$ cat src/spc_pkg.sv
// Shared types and constants for the spring constraint projection block.
`timescale 1ns / 1ps

package spc_pkg;

    // 2^32 / sqrt(2), rounded to nearest
    localparam logic [31:0] INV_SQRT2_Q32 = 32'd3037000500;

    typedef enum logic [2:0] {
        ST_IDLE,
        ST_MUL,
        ST_SQ_LOAD,
        ST_SQRT,
        ST_DIV_LOAD,
        ST_DIV,
        ST_DONE
    } t_state;

    typedef struct packed {
        logic load;
        logic mul_step;
        logic sqrt_load;
        logic sqrt_step;
        logic div_load;
        logic div_step;
        logic out_load;
    } t_cmd;

endpackage

$ cat src/spc_spring_if.sv
// Input channel: one spring word (endpoints and rest length).
`timescale 1ns / 1ps

interface spc_spring_if #(
    parameter int COORD_WIDTH = 32
);
    logic                          valid;
    logic                          ready;
    logic signed [COORD_WIDTH-1:0] end_a_x;
    logic signed [COORD_WIDTH-1:0] end_a_y;
    logic signed [COORD_WIDTH-1:0] end_b_x;
    logic signed [COORD_WIDTH-1:0] end_b_y;
    logic        [COORD_WIDTH-2:0] rest_length;

    modport source (
        output valid, end_a_x, end_a_y, end_b_x, end_b_y, rest_length,
        input  ready
    );

    modport sink (
        input  valid, end_a_x, end_a_y, end_b_x, end_b_y, rest_length,
        output ready
    );
endinterface

$ cat src/spc_proj_if.sv
// Output channel: one projection word per spring.
`timescale 1ns / 1ps

interface spc_proj_if #(
    parameter int COORD_WIDTH = 32
);
    logic                          valid;
    logic                          ready;
    logic signed [COORD_WIDTH-1:0] proj_dx;
    logic signed [COORD_WIDTH-1:0] proj_dy;
    logic        [COORD_WIDTH:0]   spring_length;
    logic        [COORD_WIDTH:0]   shortest_length;
    logic                          zero_length;

    modport source (
        output valid, proj_dx, proj_dy, spring_length, shortest_length, zero_length,
        input  ready
    );

    modport sink (
        input  valid, proj_dx, proj_dy, spring_length, shortest_length, zero_length,
        output ready
    );
endinterface

$ cat src/spc_datapath.sv
// Datapath: shift-add multipliers, bit-serial square root, restoring dividers.
`timescale 1ns / 1ps

module spc_datapath #(
    parameter int COORD_WIDTH = 32
) (
    input  logic                          i_clk,
    input  logic                          i_rst_n,
    input  spc_pkg::t_cmd                 i_cmd,
    input  logic signed [COORD_WIDTH-1:0] i_end_a_x,
    input  logic signed [COORD_WIDTH-1:0] i_end_a_y,
    input  logic signed [COORD_WIDTH-1:0] i_end_b_x,
    input  logic signed [COORD_WIDTH-1:0] i_end_b_y,
    input  logic        [COORD_WIDTH-2:0] i_rest_length,
    output logic signed [COORD_WIDTH-1:0] o_proj_dx,
    output logic signed [COORD_WIDTH-1:0] o_proj_dy,
    output logic        [COORD_WIDTH:0]   o_spring_length,
    output logic        [COORD_WIDTH:0]   o_shortest_length,
    output logic                          o_zero_length
);
    import spc_pkg::*;

    localparam int W   = COORD_WIDTH;
    localparam int N   = W + 1;
    localparam int RW  = W - 1;
    localparam int SW  = 2 * N;
    localparam int PW  = 2 * W;
    localparam int SRW = W + 2;

    logic [N-1:0]   dx_c, dy_c, mx_c, my_c;

    logic [N-1:0]   r_mx, r_my, n_mx, n_my;
    logic           r_nx, r_ny, n_nx, n_ny;
    logic [RW-1:0]  r_rest, n_rest;
    logic [SW-1:0]  r_psx, r_psy, n_psx, n_psy;
    logic [PW-1:0]  r_prx, r_pry, n_prx, n_pry;
    logic [SW-1:0]  r_sum, n_sum;
    logic [SRW-1:0] r_srem, n_srem;
    logic [N-1:0]   r_root, n_root;
    logic [N-1:0]   r_drx, r_dry, n_drx, n_dry;
    logic [RW-1:0]  r_qx, r_qy, n_qx, n_qy;
    logic [RW-1:0]  r_fb, n_fb;
    logic [N-1:0]   r_min, n_min;

    logic [W-1:0]   r_out_dx, r_out_dy, n_out_dx, n_out_dy;
    logic [N-1:0]   r_out_len, r_out_short, n_out_len, n_out_short;
    logic           r_out_zero, n_out_zero;

    logic [N:0]     sqx_sum, sqy_sum;
    logic [W-1:0]   rx_sum, ry_sum;
    logic [SRW+1:0] sq_t, sq_trial, sq_diff;
    logic           sq_ge;
    logic [N:0]     dv_tx, dv_ty, dv_d, dv_diffx, dv_diffy;
    logic           dv_gex, dv_gey;
    logic [W+30:0]  fb_prod;
    logic           len_zero;

    assign dx_c = {i_end_b_x[W-1], i_end_b_x} - {i_end_a_x[W-1], i_end_a_x};
    assign dy_c = {i_end_b_y[W-1], i_end_b_y} - {i_end_a_y[W-1], i_end_a_y};
    assign mx_c = dx_c[N-1] ? (~dx_c + 1'b1) : dx_c;
    assign my_c = dy_c[N-1] ? (~dy_c + 1'b1) : dy_c;

    assign sqx_sum = {1'b0, r_psx[SW-1:N]} + (r_psx[0] ? {1'b0, r_mx} : '0);
    assign sqy_sum = {1'b0, r_psy[SW-1:N]} + (r_psy[0] ? {1'b0, r_my} : '0);
    assign rx_sum  = {1'b0, r_prx[PW-1:N]} + (r_prx[0] ? {1'b0, r_rest} : '0);
    assign ry_sum  = {1'b0, r_pry[PW-1:N]} + (r_pry[0] ? {1'b0, r_rest} : '0);

    assign sq_t     = {r_srem, r_sum[SW-1:SW-2]};
    assign sq_trial = {1'b0, r_root, 2'b01};
    assign sq_ge    = (sq_t >= sq_trial);
    assign sq_diff  = sq_t - sq_trial;

    assign dv_d     = {1'b0, r_root};
    assign dv_tx    = {r_drx, r_qx[RW-1]};
    assign dv_ty    = {r_dry, r_qy[RW-1]};
    assign dv_gex   = (dv_tx >= dv_d);
    assign dv_gey   = (dv_ty >= dv_d);
    assign dv_diffx = dv_tx - dv_d;
    assign dv_diffy = dv_ty - dv_d;

    assign fb_prod  = {{32{1'b0}}, r_rest} * {{RW{1'b0}}, INV_SQRT2_Q32};
    assign len_zero = (r_root == '0);

    always_comb begin
        n_mx        = r_mx;
        n_my        = r_my;
        n_nx        = r_nx;
        n_ny        = r_ny;
        n_rest      = r_rest;
        n_psx       = r_psx;
        n_psy       = r_psy;
        n_prx       = r_prx;
        n_pry       = r_pry;
        n_sum       = r_sum;
        n_srem      = r_srem;
        n_root      = r_root;
        n_drx       = r_drx;
        n_dry       = r_dry;
        n_qx        = r_qx;
        n_qy        = r_qy;
        n_fb        = r_fb;
        n_min       = r_min;
        n_out_dx    = r_out_dx;
        n_out_dy    = r_out_dy;
        n_out_len   = r_out_len;
        n_out_short = r_out_short;
        n_out_zero  = r_out_zero;

        if (i_cmd.load) begin
            n_mx   = mx_c;
            n_my   = my_c;
            n_nx   = dx_c[N-1];
            n_ny   = dy_c[N-1];
            n_rest = i_rest_length;
            n_psx  = {{N{1'b0}}, mx_c};
            n_psy  = {{N{1'b0}}, my_c};
            n_prx  = {{RW{1'b0}}, mx_c};
            n_pry  = {{RW{1'b0}}, my_c};
        end
        if (i_cmd.mul_step) begin
            n_psx = {sqx_sum, r_psx[N-1:1]};
            n_psy = {sqy_sum, r_psy[N-1:1]};
            n_prx = {rx_sum, r_prx[N-1:1]};
            n_pry = {ry_sum, r_pry[N-1:1]};
        end
        if (i_cmd.sqrt_load) begin
            n_sum  = r_psx + r_psy;
            n_srem = '0;
            n_root = '0;
        end
        if (i_cmd.sqrt_step) begin
            n_sum  = {r_sum[SW-3:0], 2'b00};
            n_srem = sq_ge ? sq_diff[SRW-1:0] : sq_t[SRW-1:0];
            n_root = {r_root[N-2:0], sq_ge};
        end
        if (i_cmd.div_load) begin
            n_drx = r_prx[PW-1:RW];
            n_dry = r_pry[PW-1:RW];
            n_qx  = r_prx[RW-1:0];
            n_qy  = r_pry[RW-1:0];
            n_fb  = fb_prod[W+30:32];
        end
        if (i_cmd.div_step) begin
            n_drx = dv_gex ? dv_diffx[N-1:0] : dv_tx[N-1:0];
            n_dry = dv_gey ? dv_diffy[N-1:0] : dv_ty[N-1:0];
            n_qx  = {r_qx[RW-2:0], dv_gex};
            n_qy  = {r_qy[RW-2:0], dv_gey};
        end
        if (i_cmd.out_load) begin
            if (r_root < r_min) begin
                n_min = r_root;
            end
            n_out_short = n_min;
            n_out_len   = r_root;
            n_out_zero  = len_zero;
            if (len_zero) begin
                n_out_dx = {1'b0, r_fb};
                n_out_dy = {1'b0, r_fb};
            end else begin
                n_out_dx = r_nx ? (~{1'b0, r_qx} + 1'b1) : {1'b0, r_qx};
                n_out_dy = r_ny ? (~{1'b0, r_qy} + 1'b1) : {1'b0, r_qy};
            end
        end
    end

    always_ff @(posedge i_clk) begin
        if (!i_rst_n) begin
            r_min <= '1;
        end else begin
            r_min <= n_min;
        end
    end

    always_ff @(posedge i_clk) begin
        r_mx        <= n_mx;
        r_my        <= n_my;
        r_nx        <= n_nx;
        r_ny        <= n_ny;
        r_rest      <= n_rest;
        r_psx       <= n_psx;
        r_psy       <= n_psy;
        r_prx       <= n_prx;
        r_pry       <= n_pry;
        r_sum       <= n_sum;
        r_srem      <= n_srem;
        r_root      <= n_root;
        r_drx       <= n_drx;
        r_dry       <= n_dry;
        r_qx        <= n_qx;
        r_qy        <= n_qy;
        r_fb        <= n_fb;
        r_out_dx    <= n_out_dx;
        r_out_dy    <= n_out_dy;
        r_out_len   <= n_out_len;
        r_out_short <= n_out_short;
        r_out_zero  <= n_out_zero;
    end

    assign o_proj_dx         = r_out_dx;
    assign o_proj_dy         = r_out_dy;
    assign o_spring_length   = r_out_len;
    assign o_shortest_length = r_out_short;
    assign o_zero_length     = r_out_zero;

endmodule

$ cat src/spc_ctrl.sv
// Controller: sequences multiply, square root, divide and result hand-off.
`timescale 1ns / 1ps

module spc_ctrl #(
    parameter int COORD_WIDTH = 32
) (
    input  logic          i_clk,
    input  logic          i_rst_n,
    input  logic          i_in_valid,
    output logic          o_in_ready,
    input  logic          i_out_ready,
    output logic          o_out_valid,
    output spc_pkg::t_cmd o_cmd
);
    import spc_pkg::*;

    localparam int N  = COORD_WIDTH + 1;
    localparam int CW = $clog2(N);

    t_state        r_state, n_state;
    logic [CW-1:0] r_cnt, n_cnt;
    logic          r_out_valid, n_out_valid;
    logic          mul_last, div_last, out_free;

    assign mul_last = (r_cnt == CW'(N - 1));
    assign div_last = (r_cnt == CW'(COORD_WIDTH - 2));
    assign out_free = !r_out_valid || i_out_ready;

    always_comb begin
        n_state = r_state;
        unique case (r_state)
            ST_IDLE:     if (i_in_valid) n_state = ST_MUL;
            ST_MUL:      if (mul_last) n_state = ST_SQ_LOAD;
            ST_SQ_LOAD:  n_state = ST_SQRT;
            ST_SQRT:     if (mul_last) n_state = ST_DIV_LOAD;
            ST_DIV_LOAD: n_state = ST_DIV;
            ST_DIV:      if (div_last) n_state = ST_DONE;
            ST_DONE:     if (out_free) n_state = ST_IDLE;
            default:     n_state = ST_IDLE;
        endcase
    end

    always_comb begin
        o_cmd      = '0;
        o_in_ready = 1'b0;
        n_cnt      = '0;
        unique case (r_state)
            ST_IDLE: begin
                o_in_ready = 1'b1;
                o_cmd.load = i_in_valid;
            end
            ST_MUL: begin
                o_cmd.mul_step = 1'b1;
                n_cnt = mul_last ? '0 : CW'(r_cnt + 1'b1);
            end
            ST_SQ_LOAD: o_cmd.sqrt_load = 1'b1;
            ST_SQRT: begin
                o_cmd.sqrt_step = 1'b1;
                n_cnt = mul_last ? '0 : CW'(r_cnt + 1'b1);
            end
            ST_DIV_LOAD: o_cmd.div_load = 1'b1;
            ST_DIV: begin
                o_cmd.div_step = 1'b1;
                n_cnt = div_last ? '0 : CW'(r_cnt + 1'b1);
            end
            ST_DONE: o_cmd.out_load = out_free;
            default: o_cmd = '0;
        endcase
    end

    always_comb begin
        if (o_cmd.out_load) begin
            n_out_valid = 1'b1;
        end else if (i_out_ready) begin
            n_out_valid = 1'b0;
        end else begin
            n_out_valid = r_out_valid;
        end
    end

    always_ff @(posedge i_clk) begin
        if (!i_rst_n) begin
            r_state     <= ST_IDLE;
            r_cnt       <= '0;
            r_out_valid <= 1'b0;
        end else begin
            r_state     <= n_state;
            r_cnt       <= n_cnt;
            r_out_valid <= n_out_valid;
        end
    end

    assign o_out_valid = r_out_valid;

endmodule

$ cat src/spring_constraint_projection_top.sv
// Top level of the spring constraint projection block.
`timescale 1ns / 1ps

// Takes one spring word (two endpoints and a rest length, Q16.16) and returns
// the endpoint difference rescaled to the rest length (rest length / sqrt(2)
// in both components for a zero length), the floored length, the running
// minimum length and a zero-length flag. Three one-bit-per-cycle units run in
// turn: the shift-add multipliers for the squares and rest products, the
// bit-serial square root and the restoring dividers. One spring is in work at
// a time; the input is ready again once the result moves to the output
// register, where it waits for the sink without holding up the next spring.
module spring_constraint_projection_top #(
    parameter int COORD_WIDTH = 32
) (
    input  logic        i_clk,
    input  logic        i_rst_n,
    spc_spring_if.sink  i_spring,
    spc_proj_if.source  o_proj
);
    import spc_pkg::*;

    t_cmd cmd;

    spc_ctrl #(
        .COORD_WIDTH(COORD_WIDTH)
    ) u_ctrl (
        .i_clk       (i_clk),
        .i_rst_n     (i_rst_n),
        .i_in_valid  (i_spring.valid),
        .o_in_ready  (i_spring.ready),
        .i_out_ready (o_proj.ready),
        .o_out_valid (o_proj.valid),
        .o_cmd       (cmd)
    );

    spc_datapath #(
        .COORD_WIDTH(COORD_WIDTH)
    ) u_datapath (
        .i_clk             (i_clk),
        .i_rst_n           (i_rst_n),
        .i_cmd             (cmd),
        .i_end_a_x         (i_spring.end_a_x),
        .i_end_a_y         (i_spring.end_a_y),
        .i_end_b_x         (i_spring.end_b_x),
        .i_end_b_y         (i_spring.end_b_y),
        .i_rest_length     (i_spring.rest_length),
        .o_proj_dx         (o_proj.proj_dx),
        .o_proj_dy         (o_proj.proj_dy),
        .o_spring_length   (o_proj.spring_length),
        .o_shortest_length (o_proj.shortest_length),
        .o_zero_length     (o_proj.zero_length)
    );

    a_busy_after_accept: assert property (@(posedge i_clk) disable iff (!i_rst_n)
        i_spring.valid && i_spring.ready |=> !i_spring.ready)
        else $error("input ready right after accepting a word");

    a_zero_fallback: assert property (@(posedge i_clk) disable iff (!i_rst_n)
        o_proj.valid && o_proj.zero_length |->
            (o_proj.proj_dx == o_proj.proj_dy) && (o_proj.spring_length == '0))
        else $error("zero-length word with unequal components or nonzero length");

    a_min_bound: assert property (@(posedge i_clk) disable iff (!i_rst_n)
        o_proj.valid |-> o_proj.shortest_length <= o_proj.spring_length)
        else $error("shortest length exceeds current length");

    a_flag_matches_len: assert property (@(posedge i_clk) disable iff (!i_rst_n)
        o_proj.valid && (o_proj.spring_length == '0) |-> o_proj.zero_length)
        else $error("zero length without flag");

endmodule
$ cat src/flat_wrapper.sv
// flat-port wrapper written by rule: the top's interface ports become plain ports
module spring_constraint_projection_top_flat import spc_pkg::*;
#(
    parameter int COORD_WIDTH = 32
)
  (i_clk, i_rst_n, i_spring_valid, i_spring_end_a_x, i_spring_end_a_y, i_spring_end_b_x, i_spring_end_b_y, i_spring_rest_length, i_spring_ready, o_proj_valid, o_proj_proj_dx, o_proj_proj_dy, o_proj_spring_length, o_proj_shortest_length, o_proj_zero_length, o_proj_ready);
  spc_spring_if #(.COORD_WIDTH(COORD_WIDTH)) i_spring_i ();
  spc_proj_if #(.COORD_WIDTH(COORD_WIDTH)) o_proj_i ();
  input  logic i_clk;
  input  logic i_rst_n;
  input wire logic [$bits(i_spring_i.valid)-1:0] i_spring_valid;
  input wire logic [$bits(i_spring_i.end_a_x)-1:0] i_spring_end_a_x;
  input wire logic [$bits(i_spring_i.end_a_y)-1:0] i_spring_end_a_y;
  input wire logic [$bits(i_spring_i.end_b_x)-1:0] i_spring_end_b_x;
  input wire logic [$bits(i_spring_i.end_b_y)-1:0] i_spring_end_b_y;
  input wire logic [$bits(i_spring_i.rest_length)-1:0] i_spring_rest_length;
  output wire logic [$bits(i_spring_i.ready)-1:0] i_spring_ready;
  output wire logic [$bits(o_proj_i.valid)-1:0] o_proj_valid;
  output wire logic [$bits(o_proj_i.proj_dx)-1:0] o_proj_proj_dx;
  output wire logic [$bits(o_proj_i.proj_dy)-1:0] o_proj_proj_dy;
  output wire logic [$bits(o_proj_i.spring_length)-1:0] o_proj_spring_length;
  output wire logic [$bits(o_proj_i.shortest_length)-1:0] o_proj_shortest_length;
  output wire logic [$bits(o_proj_i.zero_length)-1:0] o_proj_zero_length;
  input wire logic [$bits(o_proj_i.ready)-1:0] o_proj_ready;
  assign i_spring_i.valid = i_spring_valid;
  assign i_spring_i.end_a_x = i_spring_end_a_x;
  assign i_spring_i.end_a_y = i_spring_end_a_y;
  assign i_spring_i.end_b_x = i_spring_end_b_x;
  assign i_spring_i.end_b_y = i_spring_end_b_y;
  assign i_spring_i.rest_length = i_spring_rest_length;
  assign i_spring_ready = i_spring_i.ready;
  assign o_proj_valid = o_proj_i.valid;
  assign o_proj_proj_dx = o_proj_i.proj_dx;
  assign o_proj_proj_dy = o_proj_i.proj_dy;
  assign o_proj_spring_length = o_proj_i.spring_length;
  assign o_proj_shortest_length = o_proj_i.shortest_length;
  assign o_proj_zero_length = o_proj_i.zero_length;
  assign o_proj_i.ready = o_proj_ready;
  spring_constraint_projection_top #(.COORD_WIDTH(COORD_WIDTH)) u_core (.i_clk(i_clk), .i_rst_n(i_rst_n), .i_spring(i_spring_i), .o_proj(o_proj_i));
endmodule
$ cat config.mk
export PLATFORM = sky130hd
export DESIGN_NAME = spring_constraint_projection_top_flat
export DESIGN_NICKNAME = d
export VERILOG_FILES = /design/src/spc_pkg.sv /design/src/spc_spring_if.sv /design/src/spc_proj_if.sv /design/src/spc_datapath.sv /design/src/spc_ctrl.sv /design/src/spring_constraint_projection_top.sv /design/src/flat_wrapper.sv
export SDC_FILE = /design/constraint.sdc
export NUM_CORES = 2
export LEC_CHECK = 0
export BUFFER_PORTS_ARGS = -buffer_cell sky130_fd_sc_hd__buf_4
export CELL_PAD_IN_SITES_DETAIL_PLACEMENT = 1
export CELL_PAD_IN_SITES_GLOBAL_PLACEMENT = 1
export CORE_ASPECT_RATIO = 2
export CORE_MARGIN = 4
export CORE_UTILIZATION = 40
export DETAILED_ROUTE_END_ITERATION = 10
export PLACE_DENSITY = 0.71
export SYNTH_ARGS = -nofsm -noshare
export SYNTH_HDL_FRONTEND = slang
export SYNTH_SLANG_ARGS = --single-unit
$ cat constraint.sdc
create_clock -name i_clk -period 16.5 [get_ports i_clk]
set_clock_uncertainty 0.15 [all_clocks]
set_input_delay 2.475 -clock i_clk [delete_from_list [all_inputs] [get_ports i_clk]]
set_output_delay 2.475 -clock i_clk [all_outputs]
set_load 0.01 [all_outputs]
=== Yosys cells after proc, flatten, opt, wreduce, memory -nomap -nowiden ===
Cells that the tools add are included.

* Input bits: 163
* Logic and storage cells: 135
* Flip-flop bits (word level): 825
* Output and inout port bits: 133

* Magnitude comparators: 4
* Bitwise operators: 6
* Multiplexer cells: 55
* Add/subtract/negate cells: 15
* Multiply operators: 1
* Reduce and logical (&&, ||, !) cells: 12
* Equality and inequality tests: 13

{| class="wikitable"
|+ Operator list
! cell !! number
|-
| $mux W33 || 13
|-
| $mux W66 || 6
|-
| $mux W31 || 10
|-
| $mux W64 || 4
|-
| $mux W34 || 3
|-
| $add A33 B33 Y34 || 2
|-
| $ge A34 B33 Y1 || 2
|-
| $add A33 B1 Y33 const B || 2
|-
| $add A66 B66 Y66 || 1
|-
| $not A33 Y33 || 2
|-
| $sub A32 B32 Y33 || 2
|-
| $sub A33 B33 Y33 || 2
|-
| $add A31 B31 Y32 || 2
|-
| $add A32 B1 Y32 const B || 2
|-
| $not A31 Y32 || 2
|-
| $mul A31 B30 Y61 const B || 1
|-
| $ge A36 B35 Y1 || 1
|-
| $sub A34 B34 Y34 || 1
|-
| $logic_not A33 Y1 || 1
|-
| $lt A33 B33 Y1 || 1
|-
| $pmux W3 S7 || 1
|-
| $mux W3 || 5
|-
| $mux W6 || 2
|-
| $pmux W6 S2 || 1
|-
| 15 further kinds || 37
|}

=== Depth between registers and ports, before layout ===
* Depth after elaboration: 6
* Depth in mapped cells: 28
* Depth with buffers taken out: 28

=== Cells and area by module ===
A second synthesis with hierarchy kept.

* Cells, all modules: 7000
* Area total of the unflattened synthesis: 69193.9 sq um

{| class="wikitable"
|+ Modules (own cells, without submodules)
! module !! cells an instance !! times used !! seq. area each (sq um) !! area an instance (sq um)
|-
| spc_datapath || 6930 || 1 || 24123.1 || 68580.8
|-
| spc_ctrl || 70 || 1 || 200.2 || 613.1
|}

=== Worst setup path before layout ===
OpenSTA, ideal clock, no wires.

* Path type: in2reg
* From: input o_proj_ready
* To: register u_core.u_datapath.r_min[15]
* Setup slack: 2169 ps
* Library setup time: 141 ps
* Data required time: 16209 ps
* Cell stages on the path: 7
* Data arrival time: 14040 ps
* Buffers on the path: 2
* Path through: nand2b_1 nor3b_1 o211ai_1 clkbuf_1 clkbuf_1 nand2_1 o211ai_1

{| class="wikitable"
|+ RTL lines
! item !! line !! text
|-
| start, declared || flat_wrapper.sv:24 || <nowiki>input wire logic [$bits(o_proj_i.ready)-1:0] o_proj_ready;</nowiki>
|-
| end signal, assigned || spc_datapath.sv:170 || <nowiki>r_min <= n_min;</nowiki>
|-
| end, declared || spc_datapath.sv:43 || <nowiki>logic [N-1:0] r_min, n_min;</nowiki>
|}

=== Final worst setup path ===
* From: register u_core.u_datapath.r_rest[5]
* To: register u_core.u_datapath.r_fb[29] (data pin)

* Cells in the longest elaborated chain, start to end: 1

{| class="wikitable"
|+ Ends and longest elaborated chain
! item !! line !! text
|-
| start, declared || spc_datapath.sv:34 || <nowiki>logic [RW-1:0] r_rest, n_rest;</nowiki>
|-
| start signal, assigned || spc_datapath.sv:179 || <nowiki>r_rest <= n_rest;</nowiki>
|-
| $mul A31 B30 Y61 || spc_datapath.sv:81 || <nowiki>assign fb_prod = {{32{1'b0}}, r_rest} * {{RW{1'b0}}, INV_SQRT2_Q32};</nowiki>
|-
| net u_core.u_datapath.fb_prod[61] || spc_datapath.sv:55 || <nowiki>logic [W+30:0] fb_prod;</nowiki>
|-
| end signal, assigned || spc_datapath.sv:191 || <nowiki>r_fb <= n_fb;</nowiki>
|-
| end, declared || spc_datapath.sv:42 || <nowiki>logic [RW-1:0] r_fb, n_fb;</nowiki>
|}

The timed path passes the listed nets, and every way through them passes these cells.
A chain may end at the register's enable or synchronous reset.

==> impl_metrics.json <==
{
  "yosysWarnings": 0,
  "post_cts_buffers": 0,
  "fmax_ghz": 0.108,
  "post-synth-top-count-cell": "inv_1",
  "drt_iter0_drc": 2616,
  "routed_wl_mm": 239,
  "required_ps": 16870,
  "postSynthAreaPerCell_sq_um": 9.91,
  "cp_cell_sequence": "ha_1 -> ha_1 -> fa_1 -> inv_1 -> fa_1 -> inv_1 -> fa_1 -> fa_1 -> fa_1 -> fa_1 -> ha_1 -> nand4_1 -> nor4_1 -> and3_1 -> o211ai_1 -> a2111oi_1 -> o2111ai_1 -> a21oi_1 -> o21ai_0 -> and3_1 -> o41a_1 -> nand2b_1 -> a221oi_1",
  "power_density_nw_per_um2": 241,
  "final_area_sq_um": 76300,
  "cp_max_fo": 12,
  "crit_path_frequent_cell": "fa_1",
  "tns_ps": 0,
  "place_area_sq_um": 73300,
  "clkPwrFrac_pct": 11.6,
  "cts_sinks": 825,
  "die_h_um": 594,
  "die-area_sq_um": 179000,
  "antenna_found_initial": 5,
  "yosysSeqAreaShare_pct": 35.5,
  "total_power_mw": 18.3,
  "synthDistinctLibCells": 95,
  "path_buf_inv": 2,
  "cts_buffers": 84,
  "dp_hpwl_mm": 193,
  "syn_inst": 6918,
  "p_int_mw": 9.12,
  "ys_ff_latch": 825,
  "ys.flop_type": "edfxtp_1",
  "cp_top_family": "adder cells",
  "max_slew_margin_pct": 19.1,
  "io_pins": 296,
  "firstDrtPassIters": 5,
  "fillers": 19300,
  "htree_levels": 3,
  "drv_slew": 0,
  "period_needed_ps": 9260,
  "initial_core_util_pct": 40.3,
  "synth_edf_count": 780,
  "place.gp.congestion": 0.937,
  "syn_to_final_growth_pct": 11.3,
  "rows": 214,
  "ant_nets": 0,
  "power_frac_comb_pct": 70.7,
  "cts-resized-gates": 0,
  "wl_per_cell_um": 25.2,
  "end_kind": "flop",
  "ctsHoldBuffers": 0,
  "syn_nets": 8201,
  "switching_share_pct": 50.3,
  "period_share_pct": 56.1,
  "crit_arrival_ps": 9630,
  "regArea_sq_um": 24300,
  "via_per_inst": 5.62,
  "clkLatencyLatePin_ps": 740,
  "cpPeakStageDelay_ps": 780,
  "num_vias": 53200,
  "worst_pin_slew_ps": 1210,
  "p_sw_mw": 9.23,
  "yosys-top-cells-count": "inv_1 (788), ha_1 (783), edfxtp_1 (780)",
  "synth.area.top_cells": "edfxtp_1 (34%), ha_1 (14%), fa_1 (9.8%)",
  "setup.worst_path.class": "reg -> reg",
  "port-buffer-count": 295,
  "path_clk_slew_ps": 70,
  "outcome": "completed",
  "grt_pass1_vias": 58600,
  "synth_top_area_cell": "edfxtp_1",
  "route.detailed.drc": 0,
  "grt_pass1_wl_mm": 358,
  "cts_tree": "built",
  "power.leakage_nw": 34.2,
  "cts_root_buf": "clkbuf_16",
  "pwr-share-seq_pct": 17.7,
  "report.final.hold_viol_count": 0,
  "die_width_um": 301,
  "drive_gt1_share_pct": 7.76,
  "fin_nets": 8420,
  "cp-start-kind": "flop",
  "hold_path.class": "reg -> reg",
  "report.final.setup_viol": 0,
  "coreArea_sq_um": 170000,
  "gr-total-overflow": 0,
  "grt_usage_pct": 26.3,
  "maxCapViolCount": 0,
  "clockBufferDepth": 3,
  "rsz0062_at_grt": "false",
  "syn_area_sq_um": 68600,
  "multi_input_area_sq_um": 40600,
  "grt_max_degree": 143,
  "crit_slowest_cell": "edfxtp_1",
  "async_reset_ff_share_pct": 0,
  "ir_worst_vdd_v": 0.000841,
  "yosysTopAreaCellShare_pct": 34.2
}
[worst reg2reg max path, cell delays in order, from the launching register on]
cell	delay, ps
edfxtp_1	780
ha_1	410
ha_1	340
fa_1	550
inv_1	70
fa_1	540
inv_1	60
fa_1	500
fa_1	560
fa_1	740
fa_1	490
ha_1	320
nand4_1	190
nor4_1	410
and3_1	240
o211ai_1	210
a2111oi_1	690
o2111ai_1	280
a21oi_1	280
o21ai_0	150
and3_1	190
o41a_1	470
nand2b_1	170
a221oi_1	290
[power by group through the flow]
stage          Sequential [mW]  Combinational (mW)  Clock (mW)
3_5_place_dp              3.29                13.0           0
6_report                  3.25                13.0        2.13
3_3_place_gp              3.28                12.7           0
2_1_floorplan             3.19                8.20           0
4_1_cts                   3.25                13.2        2.17
5_1_grt                   3.26                14.2        2.25
[cells by family after synthesis]
family                   synth area share, %
AO/OA/AOI/OAI                           14.5
XOR/XNOR                                5.82
adder cells (fa/ha/maj)                 24.1
buffers and inverters                   5.47
flip-flops                              35.5
multiplexers                            1.54
AND/OR/NAND/NOR                         13.1
[layout make-up]
type	instances	share of cell area, %
Multi-Input combinational cell	5099	53.2
Sequential cell	825	31.9
Inverter	789	3.89
Tap cell	2268	3.72
Timing Repair Buffer	338	3.36
Clock buffer	95	2.85
Clock inverter	61	1.08
Antenna cell	1	0.00328
[stage by stage]
stage                     worst slack (ps)  hold WS, ps  utilization (%)  std cells
after floorplan                       2170          266                -       6918
after global placement                7500          287             43.0       9319
after detailed placement              7300          303             43.0       9319
after CTS                             7250          318             44.8       9475
after global routing                  6830          341             44.8       9476
final                                 7240          315             44.8       9476
[metal layers]
metal	GRT usage (%)	vias to the layer above	part of all wire, %
li1	-	24700	-
met1	27.0	26900	35
met2	51.3	1091	55
met3	2.42	494	2.9
met4	15.0	2	6.9
met5	0	-	0.0075
[layout by cell type (no fill, tap or decap), drive strengths merged, types with 24 or more instances in the layout]
| master | n |
|---|---|
| or3 | 52 |
| dfxtp | 45 |
| or2 | 24 |
| o21ai | 321 |
| fa | 337 |
| nand2 | 536 |
| nand3 | 104 |
| nand2b | 89 |
| mux2i | 90 |
| ha | 783 |
| a21o | 232 |
| nor3 | 74 |
| o21a | 106 |
| a211oi | 44 |
| and2 | 169 |
| and3 | 48 |
| clkinv | 32 |
| clkbuf | 95 |
| nor2 | 559 |
| a22o | 26 |
| o31ai | 44 |
| nand4 | 59 |
| a31oi | 39 |
| a21oi | 458 |
| inv | 793 |
| nor2b | 62 |
| edfxtp | 780 |
| buf | 338 |
| xor2 | 216 |
| o211ai | 64 |
| xnor2 | 240 |
| o21bai | 41 |
[final timing paths]
| path | endpoint | from | cells past startpoint | slack [ps] |
|---|---|---|---|---|
| max | u_core.u_datapath.r_fb[29]$_DFFE_PP_ | u_core.u_datapath.r_rest[5]$_DFFE_PP_ | 23 | 7240 |
| min | u_core.u_ctrl.r_cnt[0]$_SDFF_PN0_ | u_core.u_ctrl.r_cnt[0]$_SDFF_PN0_ | 1 | 310 |
| max reg2reg | u_core.u_datapath.r_fb[29]$_DFFE_PP_ | u_core.u_datapath.r_rest[5]$_DFFE_PP_ | 23 | 7240 |
| min reg2reg | u_core.u_ctrl.r_cnt[0]$_SDFF_PN0_ | u_core.u_ctrl.r_cnt[0]$_SDFF_PN0_ | 1 | 310 |
[sequential cells by signal, indices dropped and copies added, names as in the netlist, 34 cells and up]
signal / cells
u_core.u_datapath.r_psx: 66
u_core.u_datapath.r_pry: 64
u_core.u_datapath.r_prx: 64
u_core.u_datapath.r_psy: 66
u_core.u_datapath.r_sum: 66
u_core.u_datapath.r_srem: 34
No activity file was read; power rests on OpenSTA's default activity.
